$ cat src/rtl/mvd_ram.sv
// Generic single-port-write, single-read RAM with registered read data.
module mvd_ram #(
  parameter int WIDTH = 8,
  parameter int DEPTH = 16
) (
  input  logic                     clk,
  input  logic                     we,
  input  logic [$clog2(DEPTH)-1:0] waddr,
  input  logic [WIDTH-1:0]         wdata,
  input  logic [$clog2(DEPTH)-1:0] raddr,
  output logic [WIDTH-1:0]         rdata
);
  logic [WIDTH-1:0] mem [DEPTH];
  always_ff @(posedge clk) begin
    if (we) mem[waddr] <= wdata;
    rdata <= mem[raddr];
  end
endmodule

$ cat config.mk
export PLATFORM = sky130hd
export DESIGN_NAME = mvd_ram
export DESIGN_NICKNAME = d
export VERILOG_FILES = /design/src/rtl/mvd_ram.sv
export SDC_FILE = /design/constraint.sdc
export NUM_CORES = 1
export LEC_CHECK = 0
export BUFFER_PORTS_ARGS = -buffer_cell sky130_fd_sc_hd__buf_2
export CELL_PAD_IN_SITES_DETAIL_PLACEMENT = 0
export CELL_PAD_IN_SITES_GLOBAL_PLACEMENT = 1
export CORE_MARGIN = 2
export CORE_UTILIZATION = 43
export DETAILED_ROUTE_END_ITERATION = 7
export PLACE_DENSITY = 0.7
export SLEW_MARGIN = 10
export SYNTH_ARGS = -nofsm -noshare
export SYNTH_HDL_FRONTEND = slang
export SYNTH_SLANG_ARGS = --single-unit
$ cat constraint.sdc
create_clock -name clk -period 2.2 [get_ports clk]
set_input_delay 0.44 -clock clk [delete_from_list [all_inputs] [get_ports clk]]
set_output_delay 0.44 -clock clk [all_outputs]
set_load 0.05 [all_outputs]
# Word level (Yosys, flattened, before mapping)
# Memory sizes are Yosys's and may differ from the RTL's. A register that Yosys moved wholly into a read port is not among the register bits.
# Index checks and enable logic that the tools add are counted.
dict set report classes {
  addsub 0
  mul 0
  div 0
  magnitude_cmp 0
  eq_ne 0
  n_shift 0
  mux 2
  bitwise 0
  reduce_logical 0
}
# operator count
set op_table {}
lappend op_table {{two-way mux 1 bit} 2}
dict set report word_totals {
  reg_bits 0
  latchBits 0
  ram_bits 128
  mem_bits_ro 0
  inputBits 18
  output_inout_bits 8
  word_cells 3
  memories 1
}
# memory words width rd rd_clocked_by_memory_dff wr line_no
set mem_list {}
lappend mem_list {mem 16 8 1 1 1 13} ;# logic [WIDTH-1:0] mem [DEPTH];

# Logic depth before layout (Yosys ltp)
# Gate-level depths: netlist of run 1.
dict set report logic_depth {
  ltp_word 2
  ltp_mapped 5
  ltp_nobuf 3
}

# Worst setup path after synthesis of run 1
# No wires, ideal clock.
dict set report synth_timing {
  path_type {input-to-reg}
  from {input port waddr[2]}
  to {memory mem[0][0], enable pin}
  setup_time_ns 0.383
  t_arrival_ns 1.550
  required_ns 1.817
  setup_slack_ns 0.267
  path_stages 2
  path_buffers 0
  path_cell_list {or3b_2 nor3_1}
}
# element line_no
set synth_lines {}
lappend synth_lines {{from (decl)} 8} ;# input logic [$clog2(DEPTH)-1:0] waddr,
lappend synth_lines {{to (decl)} 13}
# No word-level cell before the write port.

# Worst setup path in the final report of run 1
dict set report layout_timing {
  from {register rdata[7] (read register of mem)}
  to {output port rdata[7]}
}
# element line_no
set layout_lines {}
lappend layout_lines {{from (decl)} 11} ;# output logic [WIDTH-1:0] rdata
# No word-level cell between the ends.

==> impl_metrics.ini, run 1 <==
[run_status]
status = finished, final reports clean

[yosys]
commonest_register_cell_after_synthesis = edfxtp_1
synth.area.mux_share_pct = 15.02
yosysWarnings = 0
yosysMostFrequentCell = edfxtp_1
synthesis.area_per_instance_um2 = 22.48
post_synth_num_cell_types = 19
yosysSeqAreaShare_pct = 77.78
yosys-top-cells-count = edfxtp_1 (128), mux4_2 (18), a22oi_1 (16)
synth_compound_gate_area_share_pct = 2.333
xor_and_xnor_area_share_after_synthesis_pct = 0
synthesis.instances = 229
synthDominantCellAreaShare_pct = 74.67
main_combinational_cell_family_by_area_after_synthesis = multiplexers
ys_seq_elements = 136
largest_area_contributor_in_the_synthesized_netlist = edfxtp_1
synth-edff-count = 128
netlist_area_um2 = 5147
post_synth_fa_ha_maj_area_fraction_pct = 0
netlist_top_cells_area = edfxtp_1 (75%), mux4_2 (7.9%), mux4_1 (7.1%)
synthSimpleGateAreaFrac_pct = 3.184
synthArstFlopShare_pct = 0
synth.net_count = 247

[cells_and_area]
insertedDiodeCount = 0
non_filler_cells_in_the_finished_layout = 441
syn2layout_area_growth_pct = 19.37
post_route_cells_drive_above_1_share_pct = 32.55
num-fill-cells = 890
post-route-util_pct = 53.13
layout.cell_area.non_filler_um2 = 6145
nets = 303

[setup_path]
critical_path.max_stage_delay_ps = 390
crit_path_max_fanout = 1
critPathTopFamily = flip-flops
worstSetupStartpointType = flop
worst_path_max_delay_cell = dfxtp_1
timing.critical_path.to_type = output pin
timing.setup.critical_path_class = flop to output pin
crit_path_cell_trace = buf_2
critical_path.n_buffers_inverters = 1
required_ps = 1760
timing.critical_path.arrival_ps = 1080

[clocking]
cts_max_level = 4
cts-buffers-inserted = 17
post_cts_buffers = 0
cts.reportedPaths.clkPinSlew_ps = 60
cts.sinks = 136
clk-insertion-delay-late_ps = 410
clock_path_buffers = 2
cts_hold_repair.buffers = 0
postCtsResizedCells = 0
tritoncts = yes
clock-root-buffer = clkbuf_16

[pwr]
power.switching_mw = 1.253
internal-power_mw = 4.722
cellPowerDensity_nw_per_um2 = 972.4
leakagePower_nw = 2.091
p_sw_share_pct = 20.96
ir_worst_vdd_uv = 499.9
comb_power_share_pct = 5.5
post-layout-total-power_mw = 5.975
sequential_share_of_power_pct = 48.8
power_frac_clock_pct = 45.7

[sta]
setup_slack_ps = 676.8
timing.final.crit_share_pct = 69.24
tightest_slew_ps = 405.1
finalWorstPathRequiredPeriod_ps = 1523
maxSlewViolCount = 0
max_slew_margin_pct = 73.00
hold_viol = 0
hold-worst-slack_ps = 400.1
fmaxAchievable_mhz = 656.5
rsz_0062_raised_after_global_routing = false
worst_clock_skew_ps = 13.78
setup_tns_ps = 0
finalSetupViolations = 0

[die]
placement_rows = 39
floorplan.die.height_um = 113.4
floorplan.initialDensity_pct = 44.51
num_io_pins = 26
die_x_um = 113.4
core_um2 = 11560
fp.dieArea_um2 = 12860

[place]
gp_congestion = 0.7206
placed_cells = 409
place_ws_ps = 263.3
port_buffers = 25
place_area_um2 = 5555
place.detailed.hpwl_mm = 6.351

[global_routing]
grt_pass1_vias = 2473
initial_antenna_violation_count = 0
pin_count_of_the_biggest_net_entering_global_routing = 20
grt_usage_pct = 16.41
global_route_wire_length_before_repair_mm = 14.87
grt-ovfl-total = 0

[hold_path]
hold_path_class = primary input to flop

[detailed_routing]
avgViaCountPerCell = 5.556
route.antenna.remaining_nets = 0
wl_mm = 9.599
detail_route.wl_per_cell_um = 21.77
firstDrtPassIters = 4
via_count = 2450
drc_errors = 0
drt-initial-drc-count = 269

[job]
maximum_capacitance_violations = 0
==> worst paths after layout <==
kind         depth (start not counted)                   end            startpoint  slack [ps]
min reg2reg                          3      rdata[1]$_DFF_P_  mem[11][1]$_DFFE_PP_         670
min                                  1  mem[15][2]$_DFFE_PP_              wdata[2]         400
max                                  1              rdata[7]      rdata[7]$_DFF_P_         680
max reg2reg                          3      rdata[2]$_DFF_P_   mem[1][2]$_DFFE_PP_         790
==> metal layers <==
layer,vias up,GRT usage (%),routed length [um]
li1,1090,-,-
met1,1243,23.50,3913
met2,109,24.23,4696
met3,8,4.782,800
met4,0,6.179,189
met5,-,0,0
==> cell families after synthesis <==
| logic type | count (synthesis) |
|---|---|
| multiplexers | 32 |
| AO/OA/AOI/OAI | 16 |
| buffers and inverters | 10 |
| AND/OR/NAND/NOR | 35 |
| flip-flops | 136 |
==> placed cells by master (no fill, tap or decap), types with 2 or more instances in the layout <==
| cell | netlist | final |
|---|---|---|
| nor2_1 | 13 | 13 |
| clkinv_4 | 0 | 3 |
| nand3b_1 | 2 | 2 |
| edfxtp_1 | 128 | 128 |
| buf_4 | 1 | 20 |
| buf_2 | 3 | 25 |
| clkbuf_16 | 0 | 17 |
| dfxtp_1 | 8 | 8 |
| buf_12 | 0 | 2 |
| nand2_1 | 9 | 9 |
| bufinv_16 | 0 | 2 |
| mux4_2 | 18 | 18 |
| clkinvlp_4 | 0 | 5 |
| inv_6 | 0 | 2 |
| nand2b_1 | 2 | 2 |
| a22oi_1 | 16 | 16 |
| nor3_1 | 4 | 4 |
| mux4_1 | 14 | 14 |
==> state kept, by name, summed over array words and instances (netlist names) <==
| signal | flops |
|---|---|
| rdata | 8 |
| mem | 128 |
==> final cells by class <==
type	instances	area, um^2	share of cell area (%)
sequential	136	4004	65.16
multi-input combinational	83	1057	17.21
clock buffer	19	442.9	7.208
timing repair buffer	47	315.3	5.131
tap	143	178.9	2.912
clock inverter	13	146.4	2.382
==> power by group through the flow <==
stage	logic, mW	clock network, mW	registers (mW)
after CTS	0.332	2.77	2.92
after global placement	0.326	0	2.97
after detailed placement	0.331	0	2.97
after floorplan	0.147	0	3.02
final	0.326	2.73	2.92
after global routing	0.353	2.90	2.92
Power figures use the tool's default switching activity.
==> run 2: changes to the inputs <==
==> constraint.sdc (replaced) <==
create_clock -name clk -period 1.59 [get_ports clk]
set_input_delay 0.318 -clock clk [delete_from_list [all_inputs] [get_ports clk]]
set_output_delay 0.318 -clock clk [all_outputs]
set_load 0.05 [all_outputs]
==> impl_metrics.ini, run 2 (synthesized netlist as in run 1, its figures left out) <==
[run_status]
status = finished, final reports clean

[cells_and_area]
regMostFlops = mem
non_filler_cells_in_the_finished_layout = 446
insertedDiodeCount = 0
layout.cells.most_common = edfxtp_1
nets = 308
largest_register_ff_count = 128
most-common-layout-cells = edfxtp_1 (128), buf_2 (25), buf_4 (24), mux4_2 (18), clkbuf_16 (17)
reg.largest.list = mem: 128 flops, rdata: 8 flops
post-route-util_pct = 53.38
syn2layout_area_growth_pct = 19.93
post_route_cells_drive_above_1_share_pct = 33.33

[place]
gp_congestion = 0.7057
port_buffers = 25
place.detailed.hpwl_mm = 6.350
placed_cells = 414
place_ws_ps = -234.2

[global_routing]
grt_usage_pct = 16.66
grt_pass1_vias = 2548
initial_antenna_violation_count = 0
global_route_wire_length_before_repair_mm = 15.01
pin_count_of_the_biggest_net_entering_global_routing = 24
grt-ovfl-total = 0
global_route.usage.met1_pct = 22.70
most_congested_layer_reported_by_global_routing = met2
gr_util_met2_pct = 25.79
use_met3_pct = 4.304

[clocking]
post_cts_buffers = 0
tritoncts = yes
cts.reportedPaths.clkPinSlew_ps = 60
clock_path_buffers = 2
clock-root-buffer = clkbuf_16
cts.sinks = 136
postCtsResizedCells = 0
cts_hold_repair.buffers = 0
cts_max_level = 4
cts-buffers-inserted = 17
clk-insertion-delay-late_ps = 410

[pwr]
ir_worst_vdd_uv = 694.9
post-layout-total-power_mw = 8.169
cellPowerDensity_nw_per_um2 = 1323
leakagePower_nw = 2.111

[sta]
maxSlewViolCount = 0
hold_viol = 0
finalWorstPathRequiredPeriod_ps = 1411
setup_tns_ps = 0
rsz_0062_raised_after_global_routing = false
tightest_slew_ps = 756.8
finalSetupViolations = 0
timing.final.crit_share_pct = 88.71
fmaxAchievable_mhz = 709.0
max_slew_margin_pct = 49.36
setup_slack_ps = 179.5
worst_clock_skew_ps = 3.045

[detailed_routing]
wl_mm = 9.742
detail_route.wl_per_cell_um = 21.84
firstDrtPassIters = 4
route.antenna.remaining_nets = 0
avgViaCountPerCell = 5.509
via_count = 2457
drt-initial-drc-count = 195
drc_errors = 0

[die]
placement_rows = 39
floorplan.die.height_um = 113.4
die_x_um = 113.4
floorplan.initialDensity_pct = 44.51
core_um2 = 11560
fp.dieArea_um2 = 12860
num_io_pins = 26

[setup_path]
timing.critical_path.arrival_ps = 1700
critPathTopFamily = multiplexers
critical_path.max_stage_delay_ps = 590
worst_path_max_delay_cell = mux4_1
critical_path.n_buffers_inverters = 2
crit_path_max_fanout = 6
required_ps = 1880
crit_path_cell_trace = buf_2 > buf_4 > mux4_1 > a22oi_1 > nand2_1
worstSetupStartpointType = primary input
timing.setup.critical_path_class = primary input to flop
timing.critical_path.to_type = flop

[hold_path]
hold_path_class = primary input to flop

[job]
maximum_capacitance_violations = 0
## run 2: changes by cell type in the layout (fill, tap and decap cells not counted)
cell	change
buf_12	+1
buf_4	+4
clkbuf_8	-1
clkinv_1	+2
clkinv_2	+3
clkinv_4	-2
inv_6	-2
nor3_1	-1
nor3_2	+1
## run 2: layer usage
layer,part of all wire [%],wire length [um]
met5,0,0
met2,49,4745
met4,2.0,190
met1,45,4379
met3,4.4,427
## run 2: cell type report
class | instances | area [um^2]
clock buffers | 18 | 429.2
clock inverters | 14 | 133.9
fillers | 903 | 5391
multi-input cells | 83 | 1062
flip-flops and latches | 136 | 4004
well taps | 143 | 178.9
repair buffers | 52 | 365.4
## run 2: through the flow
step / area (um^2) / hold WS, ps
6_report: 6173 / 299.1
5_1_grt: 6173 / 296.8
4_1_cts: 6173 / 279.0
3_5_place_dp: 5610 / 659.2
3_3_place_gp: 5610 / 644.3
2_1_floorplan: 5152 / 416.9
## run 2: power breakdown
group	internal, mW	leakage, nW	total [mW]	switching (mW)
Sequential	4.01	1.22	4.03	0.0238
Clock	2.28	0.263	3.67	1.39
Combinational	0.176	0.625	0.468	0.292
Total	6.47	2.11	8.17	1.70
## run 2: worst reg2reg max path: stages, from the launching register on
cell and delay [ps]:
edfxtp_1 340, mux4_1 520, a22oi_1 330, nand2_1 80
## run 2: final timing paths
check / depth (start not counted) / end / slack, ps / from
setup / recovery: 5 / rdata[1]$_DFF_P_ / 180 / raddr[0]
hold / removal: 1 / mem[12][0]$_DFFE_PP_ / 300 / wdata[0]
setup reg to reg: 3 / rdata[3]$_DFF_P_ / 200 / mem[1][3]$_DFFE_PP_
hold reg to reg: 3 / rdata[5]$_DFF_P_ / 660 / mem[15][5]$_DFFE_PP_
==> run 3: changes to the inputs <==
--- a/config.mk
+++ b/config.mk
@@ -10,6 +10,7 @@
 export CELL_PAD_IN_SITES_GLOBAL_PLACEMENT = 1
 export CORE_MARGIN = 2
 export CORE_UTILIZATION = 43
+export CTS_BUF_LIST = sky130_fd_sc_hd__clkbuf_4 sky130_fd_sc_hd__clkbuf_8 sky130_fd_sc_hd__clkbuf_16
 export DETAILED_ROUTE_END_ITERATION = 7
 export PLACE_DENSITY = 0.7
 export SLEW_MARGIN = 10
==> impl_metrics.ini, run 3 (synthesized netlist as in run 1, its figures left out) <==
[die]
floorplan.initialDensity_pct = 44.51
num_io_pins = 26
placement_rows = 39
core_um2 = 11560
die_x_um = 113.4
fp.dieArea_um2 = 12860
floorplan.die.height_um = 113.4

[clocking]
cts_hold_repair.buffers = 0
clk-insertion-delay-late_ps = 410
clock-root-buffer = clkbuf_16
postCtsResizedCells = 0
tritoncts = yes
cts.sinks = 136
cts_max_level = 4
cts.reportedPaths.clkPinSlew_ps = 60
cts-buffers-inserted = 17
post_cts_buffers = 0
clock_path_buffers = 2

[cells_and_area]
largest_register_ff_count = 128
layout.cell_area.non_filler_um2 = 6177
syn2layout_area_growth_pct = 20.00
most-common-layout-cells = edfxtp_1 (128), buf_2 (25), buf_4 (24), mux4_2 (18), clkbuf_16 (17)
insertedDiodeCount = 0
post-route-util_pct = 53.41
non_filler_cells_in_the_finished_layout = 446
num-fill-cells = 902
regMostFlops = mem
layout.cells.most_common = edfxtp_1
post_route_cells_drive_above_1_share_pct = 33.66
reg.largest.list = mem: 128 flops, rdata: 8 flops
nets = 308

[setup_path]
critPathLaunch = raddr[0]
crit_path_max_fanout = 6
worst_path_max_delay_cell = mux4_1
required_ps = 1880
crit_path_cell_trace = buf_2 > buf_4 > mux4_1 > a22oi_1 > nand2_1
worstSetupStartpointType = primary input
ff2ff_setup_slack_ps = 200
timing.critical_path.arrival_ps = 1700
critical_path.max_stage_delay_ps = 590
timing.critical_path.to_type = flop
timing.setup.critical_path_class = primary input to flop
regToRegStartpoint = mem[1][3]$_DFFE_PP_

[detailed_routing]
drc_errors = 0
avgViaCountPerCell = 5.502
via_count = 2454
wl_mm = 9.663
route.antenna.remaining_nets = 0
drt-initial-drc-count = 183
firstDrtPassIters = 4
detail_route.wl_per_cell_um = 21.67

[sta]
fmaxAchievable_mhz = 712.6
finalWorstPathRequiredPeriod_ps = 1403
hold_viol = 0
maxSlewViolCount = 0
rsz_0062_raised_after_global_routing = false
worst_clock_skew_ps = 4.439
tightest_slew_ps = 763.4
timing.final.crit_share_pct = 88.26
finalSetupViolations = 0
max_slew_margin_pct = 48.92
hold-worst-slack_ps = 293.0

[place]
gp_congestion = 0.7057
place_area_um2 = 5610
place.detailed.hpwl_mm = 6.350
placed_cells = 414
port_buffers = 25

[hold_path]
hold_path_class = primary input to flop
hold_path_startpoint = wdata[0]

[job]
maximum_capacitance_violations = 0

[pwr]
power.switching_mw = 1.697
post-layout-total-power_mw = 8.179
internal-power_mw = 6.483
ir_worst_vdd_uv = 693.5
leakagePower_nw = 2.115
comb_power_share_pct = 5.7
p_sw_share_pct = 20.75
cellPowerDensity_nw_per_um2 = 1324
sequential_share_of_power_pct = 49.3
power_frac_clock_pct = 45.0

[global_routing]
grt-ovfl-total = 0
global_route_wire_length_before_repair_mm = 14.95
pin_count_of_the_biggest_net_entering_global_routing = 24
grt_usage_pct = 16.58
grt_pass1_vias = 2520
initial_antenna_violation_count = 0

[run_status]
status = finished, final reports clean
run 3: per-stage QoR:
step	TNS, ps	setup WS [ps]
after floorplan	0	5.854
after global placement	-1386	-241.6
after detailed placement	-1624	-234.2
after CTS	0	175.6
after global routing	0	133.6
final	0	186.6
run 3: final cells by class:
class	count	area, um^2	area share (%)
well taps	143	178.9	2.897
clock inverters	14	133.9	2.167
multi-input cells	83	1062	17.20
flip-flops and latches	136	4004	64.82
repair buffers	52	365.4	5.915
clock buffers	18	432.9	7.008
run 3: critical path, delay by kind of cell:
kind | cells | cell delay [ps]
muxes | 1 | 590
buffers and inverters | 2 | 440
AOI/OAI and AO/OA | 1 | 260
and+or+nand+nor | 1 | 80
run 3: worst paths after layout:
path	to	cells after the start
min reg2reg	rdata[5]$_DFF_P_	3
min	mem[4][0]$_DFFE_PP_	1
max reg2reg	rdata[3]$_DFF_P_	3
max	rdata[1]$_DFF_P_	5
run 3: metal layers:
metal / vias up / track usage, % / share of wire, %
met3: 12 / 4.570 / 5.4
met4: 0 / 6.341 / 1.6
met2: 73 / 25.71 / 50
li1: 1093 / - / -
met1: 1276 / 22.70 / 43
met5: - / 0 / 0
run 3: power groups by stage:
stage	clock (mW)	combinational [mW]	sequential, mW
2_1_floorplan	0	0.204	4.18
5_1_grt	3.90	0.502	4.04
3_5_place_dp	0	0.471	4.11
3_3_place_gp	0	0.464	4.11
6_report	3.68	0.467	4.03
4_1_cts	3.74	0.474	4.03
