### config.mk
export PLATFORM = sky130hd
export DESIGN_NAME = mvd_divider
export DESIGN_NICKNAME = d
export VERILOG_FILES = /design/src/rtl/mvd_pkg.sv /design/src/rtl/mvd_divider.sv
export SDC_FILE = /design/constraint.sdc
export NUM_CORES = 1
export LEC_CHECK = 0
export CORE_MARGIN = 3
export CORE_UTILIZATION = 40
export CTS_CLUSTER_SIZE = 20
export DETAILED_ROUTE_END_ITERATION = 10
export DONT_BUFFER_PORTS = 1
export SLEW_MARGIN = 20
export SYNTH_ARGS = -nofsm -noshare
export SYNTH_HDL_FRONTEND = slang
export SYNTH_SLANG_ARGS = --single-unit
export TNS_END_PERCENT = 50
### constraint.sdc
create_clock -name clk -period 3.9 [get_ports clk]
set_input_delay 0.39 -clock clk [delete_from_list [all_inputs] [get_ports clk]]
set_output_delay 0.39 -clock clk [all_outputs]
set_load 0.05 [all_outputs]
### src/rtl/mvd_pkg.sv
// Package with types, constants and state codes of the vertex indexer.
package mvd_pkg;
  localparam int TABLE_DEPTH_DEF = 1024;
  localparam logic [10:0] LIMIT_RST = 11'd1024;
  localparam logic [15:0] TOL_RST = 16'd7;
  localparam int NRM_W = 18;

  localparam logic [1:0] ST_MATCH = 2'd0;
  localparam logic [1:0] ST_APPEND = 2'd1;
  localparam logic [1:0] ST_DROP = 2'd2;

  localparam logic CFG_LIMIT = 1'b0;
  localparam logic CFG_TOL = 1'b1;

  typedef struct packed {
    logic               start_mesh;
    logic signed [31:0] pos_x;
    logic signed [31:0] pos_y;
    logic signed [31:0] pos_z;
    logic signed [31:0] raw_nrm_x;
    logic signed [31:0] raw_nrm_y;
    logic signed [31:0] raw_nrm_z;
  } in_req_t;

  typedef struct packed {
    logic [9:0]  vertex_index;
    logic [1:0]  status;
    logic [10:0] vertex_count;
  } out_res_t;

  typedef enum logic [3:0] {
    S_IDLE, S_SQ, S_SUM, S_SQRT, S_DIVX, S_DIVY, S_DIVZ, S_SCAN, S_DONE
  } state_t;

  typedef struct packed {
    logic               start;
    logic [63:0]        num;
    logic [31:0]        den;
  } div_req_t;
endpackage

### src/rtl/mvd_divider.sv
// Restoring divider, one quotient bit per cycle, 64-bit numerator.
module mvd_divider
  import mvd_pkg::*;
(
  input  logic        clk,
  input  logic        rst_n,
  input  div_req_t    req,
  output logic        done,
  output logic [31:0] quot
);
  logic [63:0] num_r, num_nxt;
  logic [32:0] rem_r, rem_nxt;
  logic [31:0] den_r;
  logic [63:0] q_r, q_nxt;
  logic [6:0]  cnt_r, cnt_nxt;
  logic        busy_r, busy_nxt;
  logic [32:0] trial;
  logic [32:0] rem_step;
  logic [63:0] q_step;

  always_comb begin
    trial = {rem_r[31:0], num_r[63]};
    if (trial >= {1'b0, den_r}) begin
      rem_step = trial - {1'b0, den_r};
      q_step = {q_r[62:0], 1'b1};
    end else begin
      rem_step = trial;
      q_step = {q_r[62:0], 1'b0};
    end
    // The last step finishes even when a new request loads in the same cycle.
    done = busy_r && (cnt_r == 7'd1);
    num_nxt = num_r;
    rem_nxt = rem_r;
    q_nxt = q_r;
    cnt_nxt = cnt_r;
    busy_nxt = busy_r;
    if (busy_r) begin
      num_nxt = {num_r[62:0], 1'b0};
      rem_nxt = rem_step;
      q_nxt = q_step;
      cnt_nxt = cnt_r - 7'd1;
      if (cnt_r == 7'd1) busy_nxt = 1'b0;
    end
    if (req.start) begin
      num_nxt = req.num;
      rem_nxt = '0;
      q_nxt = '0;
      cnt_nxt = 7'd64;
      busy_nxt = 1'b1;
    end
  end

  // Quotient fits in 17 bits since the magnitude bounds every component.
  assign quot = q_step[31:0];

  always_ff @(posedge clk) begin
    if (!rst_n) begin
      busy_r <= 1'b0;
      cnt_r <= '0;
    end else begin
      busy_r <= busy_nxt;
      cnt_r <= cnt_nxt;
    end
    num_r <= num_nxt;
    rem_r <= rem_nxt;
    q_r <= q_nxt;
    if (req.start) den_r <= req.den;
  end
endmodule

# After elaboration in Yosys (flattened, before gate mapping)
# Cells that the tools add are included.
# word_totals
output_inout_bits	33
in_bits	99
word_cells	24
regBits	167
# classes
eq_ne	1
n_lt_le_gt_ge	1
muxes	9
bitwise_logic	1
reduce_logical	3
addsub	2
# op_table
op	n
$mux W64	2
$ge A33 B32 Y1	1
$mux W32	1
$sub A32 B32 Y32	1
$mux W7	2
$eq A7 B1 Y1 const B	1
$sub A7 B1 Y7 const B	1
$mux W1	4
$reduce_bool A2 Y1	1
$reduce_or A2 Y1	1
$logic_and A1 B1 Y1	1
$not A1 Y1	1

# Logic depth before layout (Yosys ltp)
# Gate-level depths: netlist of run 1.
# depth
depth_word	4
depth_mapped	13
depth_no_buf	11

# Worst setup path before layout of run 1
# Ideal clock, no wire load.
# synth_path
path_kind	reg-to-reg
start	register num_r[63]
end	register rem_r[24]
path_slack_ps	1363
arrival_time_ps	2449
period_less_slack_ps	2537
path_stages_with_launch	12
setup_ps	88
required_time_ps	3812
cell_sequence	edfxtp_1 > inv_1 > ha_1 > fa_1 > nor2b_1 > o31a_1 > o211ai_2 > nand3_2 > o31ai_2 > or3b_2 > a31o_2 > a311oi_2
# synth_between
elab_chain_len	2
# synth_rtl
element	line_no	source
start, declared	mvd_divider.sv:11	logic [63:0] num_r, num_nxt;
start signal, assigned	mvd_divider.sv:64	num_r <= num_nxt;
$sub A32 B32 Y32 or $ge A33 B32 Y1 (tied branches)	mvd_divider.sv:24, mvd_divider.sv:23	
$mux W32 (*)	mvd_divider.sv:23	if (trial >= {1'b0, den_r}) begin
end signal, assigned	mvd_divider.sv:65	rem_r <= rem_nxt;
end, declared	mvd_divider.sv:12	logic [32:0] rem_r, rem_nxt;
# Every way passes the cells marked *; elsewhere a longest branch is shown, timed or not.
# A chain may end at the register's enable or synchronous reset.

# Worst setup path after layout of run 1
# layout_path
start	register den_r[27]
end	output quot[0]
# layout_between
elab_chain_len	2
# layout_rtl
element	line_no	source
start, declared	mvd_divider.sv:13	logic [31:0] den_r;
start signal, assigned	mvd_divider.sv:67	if (req.start) den_r <= req.den;
$ge A33 B32 Y1	mvd_divider.sv:23	
$mux W1	mvd_divider.sv:23	
end, declared	mvd_divider.sv:9	output logic [31:0] quot
# No other way between the ends.

==> results of run 1 <==
-- power by group --
group          total, mW  switching (mW)  internal [mW]
clock               1.70           0.827          0.877
combinational      0.582           0.318          0.264
sequential          2.07          0.0663           2.01
-- layout make-up --
type,count,share of cell area [%]
Clock buffer,17,4.55
Clock inverter,15,1.99
Inverter,43,1.72
Multi-Input combinational cell,512,41.8
Sequential cell,167,46.0
Tap cell,270,3.61
Timing Repair Buffer,4,0.321
-- synthesized netlist by cell type (all sizes together) (4+ instances only) --
cell type	count	share of area, %
mux2i	57	6.7
o21bai	5	0.44
and3	6	0.44
o21a	4	0.35
nand4	4	0.29
ha	34	5.0
buf	16	1.3
o211ai	10	0.99
edfxtp	96	34
nand2b	7	0.51
nand2	36	1.7
o31ai	4	0.41
a21oi	32	1.9
xor2	7	0.71
o21ai	21	1.2
a21o	12	1.1
nand3	11	0.70
a31oi	5	0.54
inv	43	1.9
a211oi	25	2.2
a211o	4	0.41
xnor2	25	2.6
mux2	64	8.4
nor2	90	3.9
clkbuf	23	1.0
a311oi	6	0.90
dfxtp	71	17
nor2b	6	0.47
-- layer usage --
metal	routed length [µm]	track usage, %	share of wire, %
met5	82	0	0.46
met4	235	4.50	1.3
met3	1390	6.48	7.8
met2	8350	24.8	47
met1	7870	18.8	44
-- state kept, by name, summed over array words and instances (netlist names) --
| name | count |
|---|---|
| cnt_r | 7 |
| busy_r | 1 |
| num_r | 64 |
| rem_r | 32 |
| q_r | 31 |
| den_r | 32 |
-- placed cells by master (no fill, tap or decap), types with 5 or more instances in the layout --
| cell type | synthesis | routed |
|---|---|---|
| edfxtp_1 | 96 | 96 |
| nor2_1 | 90 | 90 |
| dfxtp_1 | 71 | 70 |
| mux2_2 | 63 | 63 |
| mux2i_1 | 57 | 57 |
| inv_1 | 42 | 41 |
| ha_1 | 34 | 34 |
| a21oi_1 | 31 | 31 |
| nand2_1 | 31 | 31 |
| a211oi_1 | 25 | 25 |
| xnor2_1 | 25 | 25 |
| clkbuf_16 | 0 | 17 |
| o21ai_0 | 14 | 14 |
| a21o_1 | 12 | 12 |
| nand3_1 | 10 | 10 |
| o211ai_1 | 8 | 8 |
| xor2_1 | 7 | 7 |
| nand2b_1 | 7 | 7 |
| o21ai_1 | 7 | 7 |
| and3_1 | 6 | 6 |
| o21bai_1 | 5 | 5 |
| nand2_2 | 5 | 5 |
| nor2b_1 | 5 | 5 |
| clkinv_8 | 0 | 5 |
-- final timing paths --
check	start	end	slack, ns	cells past startpoint
setup / recovery	den_r[27]	quot[0]	0.31	10
hold / removal	req[19]	den_r[19]	0.06	0
setup reg to reg	den_r[27]	rem_r[7]	0.71	11
hold reg to reg	rem_r[29]	rem_r[29]	0.47	2
-- metrics by stage --
stage          area [µm²]  power, mW  utilization, %  setup slack [ns]
2_1_floorplan        8580       2.60               -              1.36
3_3_place_gp         8750       2.67            42.4             0.868
3_5_place_dp         8750       2.69            42.4             0.723
4_1_cts              9360       4.43            45.4             0.297
5_1_grt              9360       4.57            45.4             0.123
6_report             9360       4.36            45.4             0.308
-- worst register-to-register path: cells and delay by family (launching register included) --
family                   cells  cell delay, ns
AO/OA/AOI/OAI                4            0.95
AND/OR/NAND/NOR              3            0.56
flip-flops                   1            0.33
adder cells (fa/ha/maj)      1            0.36
buffers and inverters        3            0.91
-- kinds of logic (layout without fill, tap and decap cells) --
group                      after synthesis  after routing  synth area share [%]
muxes                                  121            121                  15.1
DFF                                    167            167                  50.2
AOI/OAI and AO/OA                      143            143                  12.1
buffers and inverters                   82             79                  4.22
and+or+nand+nor                        181            181                  9.98
xor gates and xnor gates                32             32                  3.27
adders and majority gates               35             35                  5.19
==> flow_metrics.tcl, run 1 <==
set metrics [dict create \
    outcome "finished clean" \
    seq_area_mm2 0.00431 \
    finalSetupViolations 0 \
    cts_max_level 4 \
    hold_violations 0 \
    grt_pass1_vias 5692 \
    dieHeight_um 152 \
    ys_ff_latch 167 \
    critPathRequiredTime_ns 3.51 \
    place_congestion 0.916 \
    antenna_found_initial 6 \
    viasPerCell 5.40 \
    worstMarginPinSlew_ns 0.819 \
    die_area_mm2 0.0232 \
    grt_max_degree 160 \
    routed_wirelength_mm 17.9 \
    area_growth_pct 9.13 \
    synthArstFlopShare_pct 0 \
    grt_pass1_wl_mm 29.5 \
    grt_usage_pct 15.3 \
    fin_skew_ns 0.00789 \
    path_cells "inv_1 -> ha_1 -> and3_1 -> nor2b_2 -> nand4_1 -> o211ai_1 -> a211o_1 -> a41oi_4 -> buf_4 -> inv_2" \
    drc 0 \
    maxCapViolCount 0 \
    drtIter0Drc 305 \
    cts.path.max_buffers 2 \
    wl_per_cell_um 17.4 \
    cts_buffers 17 \
    ys_types 70 \
    dp_cells 996 \
    row_count 52 \
    timing.fmax_mhz 278 \
    cts_resized 0 \
    path_max_fanout 39 \
    fin_nets 879 \
    tns_ns 0 \
    drive_gt1_share_pct 16.5 \
    synth_warnings 0 \
    critical_path_class "reg -> out" \
    synth_edf_count 96 \
    end_kind "output pin" \
    holdWs_ns 0.0559 \
    synth_fp_nets 895 \
    io_pins 132 \
    fillerInstances 1896 \
    worstHoldPathType "in -> reg" \
    clk_latency_ns 0.42 \
    cts.hold.buffers_added 0 \
    syn_inst 761 \
    grt_setup_unrepaired "no" \
    cp_data_arrival_time_ns 3.20 \
    postSynthAreaPerCell_um2 11.3 \
    first_pass_iters 5 \
    ys_seq_area_share_pct 50.2 \
    critPathBufInv 3 \
    crit_slowest_cell "buf_4" \
    vdd.ir_drop.worst_mv 0.266 \
    n_antenna_cell 0 \
    hpwlAfterDp_mm 12.2 \
    numPortBuffers 0 \
    overflow 0 \
    core_area_mm2 0.0206 \
    clkTransAtPathRegs_ns 0.07 \
    min_period_ns 3.59 \
    postRouteAntennaNets 0 \
    slew_viol_final 0 \
    leakagePower_nw 3.75 \
    power_density_mw_per_mm2 466 \
    start_util_pct 41.6 \
    critPathLaunchType "flop" \
    crit_family "buffers and inverters" \
    cts_tree "yes" \
    die_w_um 152 \
    vias 5553 \
    root_buffer "clkbuf_16" \
    slowest_delay_ns 0.54 \
    multi_input_area_mm2 0.00391 \
    fin_crit_sh_pct 92.1 \
    relSlewSlack_pct 45.2 \
    final_cells 1028 \
    clock_sinks 167 \
    cts_setup_buffers 0 \
    syn-cell-area_mm2 0.00858 \
    synth_top_flop_cell "edfxtp_1" \
]
Power figures use the tool's default switching activity.
==> run 2: changes to the inputs <==
CELL_PAD_IN_SITES_DETAIL_PLACEMENT = 0   (was not set)
CELL_PAD_IN_SITES_GLOBAL_PLACEMENT = 1   (was not set)
PLACE_DENSITY_LB_ADDON = 0.1   (was not set)
==> flow_metrics.tcl, run 2 (synthesis results as in run 1) <==
set metrics [dict create \
    outcome "finished clean" \
    crit_top_cell "a21o_1" \
    critPathLaunchType "flop" \
    hpwlAfterDp_mm 12.4 \
    reg2reg_from "den_r[11]" \
    core_area_mm2 0.0206 \
    reg2reg_to "rem_r[16]" \
    numPortBuffers 0 \
    holdPathEnd "den_r[27]" \
    wl_per_cell_um 17.5 \
    io_pins 132 \
    worst-r2r-setup-slack_ns 0.80 \
    slew_viol_final 0 \
    intPower_mw 3.14 \
    area_growth_pct 9.16 \
    final_util_pct 45.4 \
    cts.path.max_buffers 2 \
    clk_latency_ns 0.44 \
    relSlewSlack_pct 42.5 \
    comb_power_share_pct 13.4 \
    cts_resized 0 \
    end_kind "output pin" \
    row_count 52 \
    timing.fmax_mhz 301 \
    vdd.ir_drop.worst_mv 0.330 \
    fin_crit_sh_pct 85.1 \
    worstHoldStart "req[27]" \
    critical_path_class "reg -> out" \
    stdcell_area_mm2 0.00936 \
    root_buffer "clkbuf_16" \
    min_period_ns 3.32 \
    postRouteAntennaNets 0 \
    top_regs "num_r: 64 flops, den_r: 32 flops, rem_r: 32 flops" \
    place_congestion 0.812 \
    vias 5468 \
    swShare_pct 27.7 \
    top_register "num_r" \
    cts_buffers 17 \
    antenna_found_initial 3 \
    start_util_pct 41.6 \
    drc 0 \
    cts_setup_buffers 0 \
    final_common_cell "edfxtp_1" \
    path_max_fanout 8 \
    power_density_mw_per_mm2 464 \
    cts_max_level 4 \
    seqPwrFrac_pct 47.7 \
    die_area_mm2 0.0232 \
    worstMarginPinSlew_ns 0.859 \
    first_pass_iters 4 \
    routed_wirelength_mm 18.0 \
    fin_nets 880 \
    maxCapViolCount 0 \
    grt_max_degree 160 \
    cts.hold.buffers_added 0 \
    finalSetupViolations 0 \
    grt_pass1_vias 5621 \
    cp_data_arrival_time_ns 2.93 \
    critPathRequiredTime_ns 3.51 \
    fin_skew_ns 0.00963 \
    grt_setup_unrepaired "no" \
    slowest_delay_ns 0.39 \
    viasPerCell 5.30 \
    power_frac_clock_pct 38.9 \
    final_cell_mix "96 x edfxtp_1, 90 x nor2_1, 70 x dfxtp_1, 63 x mux2_2, 57 x mux2i_1" \
    clkTransAtPathRegs_ns 0.07 \
    path_cells "inv_1 -> ha_1 -> a21o_1 -> a21o_1 -> a21oi_1 -> o211ai_1 -> a211o_1 -> a41oi_4 -> inv_2 -> buf_4" \
    cts_tree "yes" \
    crit_slowest_cell "a41oi_4" \
    largest_reg_flops 64 \
    die_w_um 152 \
    grt_pass1_wl_mm 29.2 \
    leakagePower_nw 3.75 \
    place_area_mm2 0.00875 \
    drtIter0Drc 250 \
    tns_ns 0 \
    clock_sinks 167 \
    dieHeight_um 152 \
    grt_usage_pct 15.3 \
    switchingPower_mw 1.20 \
    worstHoldPathType "in -> reg" \
    drive_gt1_share_pct 16.5 \
    hold_violations 0 \
    whs_path_depth 0 \
    overflow 0 \
    rr_worst_depth 10 \
]
[run 2: how the worst max path moves through the flow]
| stage | to | slack [ns] | depth (start not counted) | start |
|---|---|---|---|---|
| 3_3_place_gp | rem_r[16] | 0.87 | 10 | den_r[11] |
| 2_1_floorplan | rem_r[24] | 1.36 | 11 | num_r[63] |
| 3_5_place_dp | rem_r[16] | 0.78 | 10 | den_r[11] |
| 6_report | quot[0] | 0.58 | 10 | den_r[26] |
| 4_1_cts | quot[0] | 0.52 | 9 | den_r[4] |
| 5_1_grt | quot[0] | 0.41 | 9 | den_r[4] |
[run 2: power groups by stage]
stage          registers, mW  logic [mW]  clock network (mW)
3_5_place_dp            2.11       0.582                   0
5_1_grt                 2.09       0.648                1.82
6_report                2.07       0.582                1.69
4_1_cts                 2.07       0.585                1.75
3_3_place_gp            2.11       0.577                   0
2_1_floorplan           2.09       0.512                   0
[run 2: per-layer routing]
layer  share of wire, %  vias to the layer above  wire [µm]  track usage [%]
met5               0.12                        -         21                0
met4                1.1                        4        205             4.12
met3                6.4                       20       1160             6.13
met2                 48                       98       8730             25.5
met1                 44                     2608       7900             18.6
li1                   -                     2738          -                -
[run 2: metrics by stage]
stage               std cells  total power, mW  hold WS (ns)  setup WS (ns)
finish                   1031             4.34        0.0534          0.581
global route             1030             4.55        0.0221          0.410
CTS                      1029             4.41        0.0267          0.520
detailed placement        997             2.69         0.467          0.780
global placement          997             2.69         0.463          0.873
floorplan                 761             2.60         0.442           1.36
[run 2: cell type report]
class	instances	area [µm²]
fillers	1961	11300
flip-flops and latches	167	4310
multi-input cells	512	3910
clock buffers	18	429
well taps	270	338
clock inverters	14	173
inverters	43	161
repair buffers	5	37.5
diodes	2	5.00
[run 2: critical path, delay by kind of cell, from the launching register on]
family	cells	cell delay, ns
DFF	1	0.34
adders and majority gates	1	0.36
buffers and inverters	3	0.40
AOI/OAI and AO/OA	6	1.39
==> run 3: changes to the inputs <==
CELL_PAD_IN_SITES_GLOBAL_PLACEMENT = 2   (was 1)
==> flow_metrics.tcl, run 3 (synthesis results as in run 1) <==
set metrics [dict create \
    cts_max_level 4 \
    final_common_cell "edfxtp_1" \
    drive_gt1_share_pct 16.3 \
    fin_nets 880 \
    power_density_mw_per_mm2 458 \
    finalSetupViolations 0 \
    fin_crit_sh_pct 85.8 \
    power_mw 4.27 \
    slowest_delay_ns 0.46 \
    grt_max_degree 160 \
    leakagePower_nw 3.73 \
    root_buffer "clkbuf_16" \
    top_register "num_r" \
    met2_usage_pct 25.4 \
    core_area_mm2 0.0206 \
    dieHeight_um 152 \
    crit_top_cell "buf_4" \
    cp_data_arrival_time_ns 2.96 \
    row_count 52 \
    timing.fmax_mhz 299 \
    crit_slowest_cell "ha_1" \
    place_congestion 0.804 \
    vdd.ir_drop.worst_mv 0.227 \
    routed_wirelength_mm 18.2 \
    die_w_um 152 \
    worstMarginPinSlew_ns 0.819 \
    first_pass_iters 4 \
    clk_latency_ns 0.42 \
    stdcell_area_mm2 0.00932 \
    grt-busiest-layer "met2" \
    cts_buffers 17 \
    swShare_pct 26.9 \
    path_cells "inv_1 -> ha_1 -> nand4_1 -> o221ai_1 -> a21oi_2 -> a31oi_4 -> a41oi_4 -> buf_4 -> inv_2 -> buf_4" \
    crit_family "compound AO/OA/AOI/OAI gates" \
    met3_usage_pct 6.36 \
    area_growth_pct 8.71 \
    grt_pass1_wl_mm 29.8 \
    top_regs "num_r: 64 flops, den_r: 32 flops, rem_r: 32 flops" \
    vias 5458 \
    end_kind "output pin" \
    path_max_fanout 16 \
    hpwlAfterDp_mm 12.5 \
    drc 0 \
    viasPerCell 5.30 \
    comb_power_share_pct 13.7 \
    critPathRequiredTime_ns 3.51 \
    intPower_mw 3.12 \
    critPathLaunchType "flop" \
    switchingPower_mw 1.15 \
    io_pins 132 \
    die_area_mm2 0.0232 \
    relSlewSlack_pct 45.4 \
    hold_violations 0 \
    cts_resized 0 \
    clkTransAtPathRegs_ns 0.07 \
    grt_usage_pct 15.7 \
    drtIter0Drc 309 \
    place_area_mm2 0.00875 \
    clock_sinks 167 \
    antenna_found_initial 4 \
    min_period_ns 3.35 \
    power_frac_clock_pct 37.7 \
    start_util_pct 41.6 \
    critical_path_class "reg -> out" \
    final_cell_mix "96 x edfxtp_1, 90 x nor2_1, 70 x dfxtp_1, 63 x mux2_2, 57 x mux2i_1" \
    slew_viol_final 0 \
    worstHoldPathType "in -> reg" \
    fin_skew_ns 0.00763 \
    outcome "finished clean" \
    cts.hold.buffers_added 0 \
    maxCapViolCount 0 \
    holdWs_ns 0.0590 \
    overflow 0 \
    tns_ns 0 \
    cts_tree "yes" \
    numPortBuffers 0 \
    grt_setup_unrepaired "no" \
    wl_per_cell_um 17.6 \
    grt_pass1_vias 5687 \
    seqPwrFrac_pct 48.6 \
    cts.path.max_buffers 2 \
    cts_setup_buffers 0 \
    postRouteAntennaNets 0 \
    grt_use_met1_pct 19.3 \
    n_antenna_cell 0 \
    largest_reg_flops 64 \
    critPathBufInv 4 \
]
-- run 3: changes by cell type in the layout (fill, tap and decap cells not counted) --
cell / before / now
clkinv_8: 6 / 2
clkinvlp_4: 0 / 3
inv_6: 6 / 3
diode_2: 2 / 0
inv_8: 2 / 4
clkinv_1: 0 / 1
clkinv_4: 0 / 1
-- run 3: final cells by class --
cell class / instances / area, µm²
flip-flops and latches: 167 / 4310
clock buffers: 18 / 429
well taps: 270 / 338
clock inverters: 14 / 139
repair buffers: 5 / 37.5
inverters: 43 / 161
multi-input cells: 512 / 3910
fillers: 1923 / 11300
-- run 3: final timing paths --
path,cells past startpoint,slack (ns),to,start
max,10,0.55,quot[0],den_r[11]
min reg2reg,2,0.47,rem_r[1],rem_r[1]
max reg2reg,10,0.90,rem_r[16],den_r[11]
min,0,0.06,den_r[31],req[31]
-- run 3: power by group through the flow --
| stage | sequential, mW | combinational (mW) | clock (mW) |
|---|---|---|---|
| 6_report | 2.08 | 0.585 | 1.61 |
| 5_1_grt | 2.09 | 0.658 | 1.75 |
| 4_1_cts | 2.08 | 0.590 | 1.68 |
| 3_5_place_dp | 2.12 | 0.586 | 0 |
| 3_3_place_gp | 2.11 | 0.585 | 0 |
| 2_1_floorplan | 2.09 | 0.512 | 0 |
-- run 3: worst register-to-register path: cells and delay by family, from the launching register on --
family	cells	cell delay [ns]
buf+inv	2	0.30
simple gates	2	0.65
fa+ha+maj	1	0.46
flops	1	0.32
compound gates	5	1.19
-- run 3: stage by stage --
stage / utilization (%) / setup slack [ns] / cells
floorplan: - / 1.36 / 761
global placement: 42.4 / 0.906 / 997
detailed placement: 42.4 / 0.901 / 997
CTS: 45.2 / 0.508 / 1029
global route: 45.2 / 0.355 / 1029
finish: 45.2 / 0.553 / 1029
-- run 3: routing by layer --
layer / part of all wire [%] / up-vias
met5: 0.29 / -
met4: 1.5 / 8
met3: 6.5 / 28
met2: 48 / 102
met1: 44 / 2598
li1: - / 2722
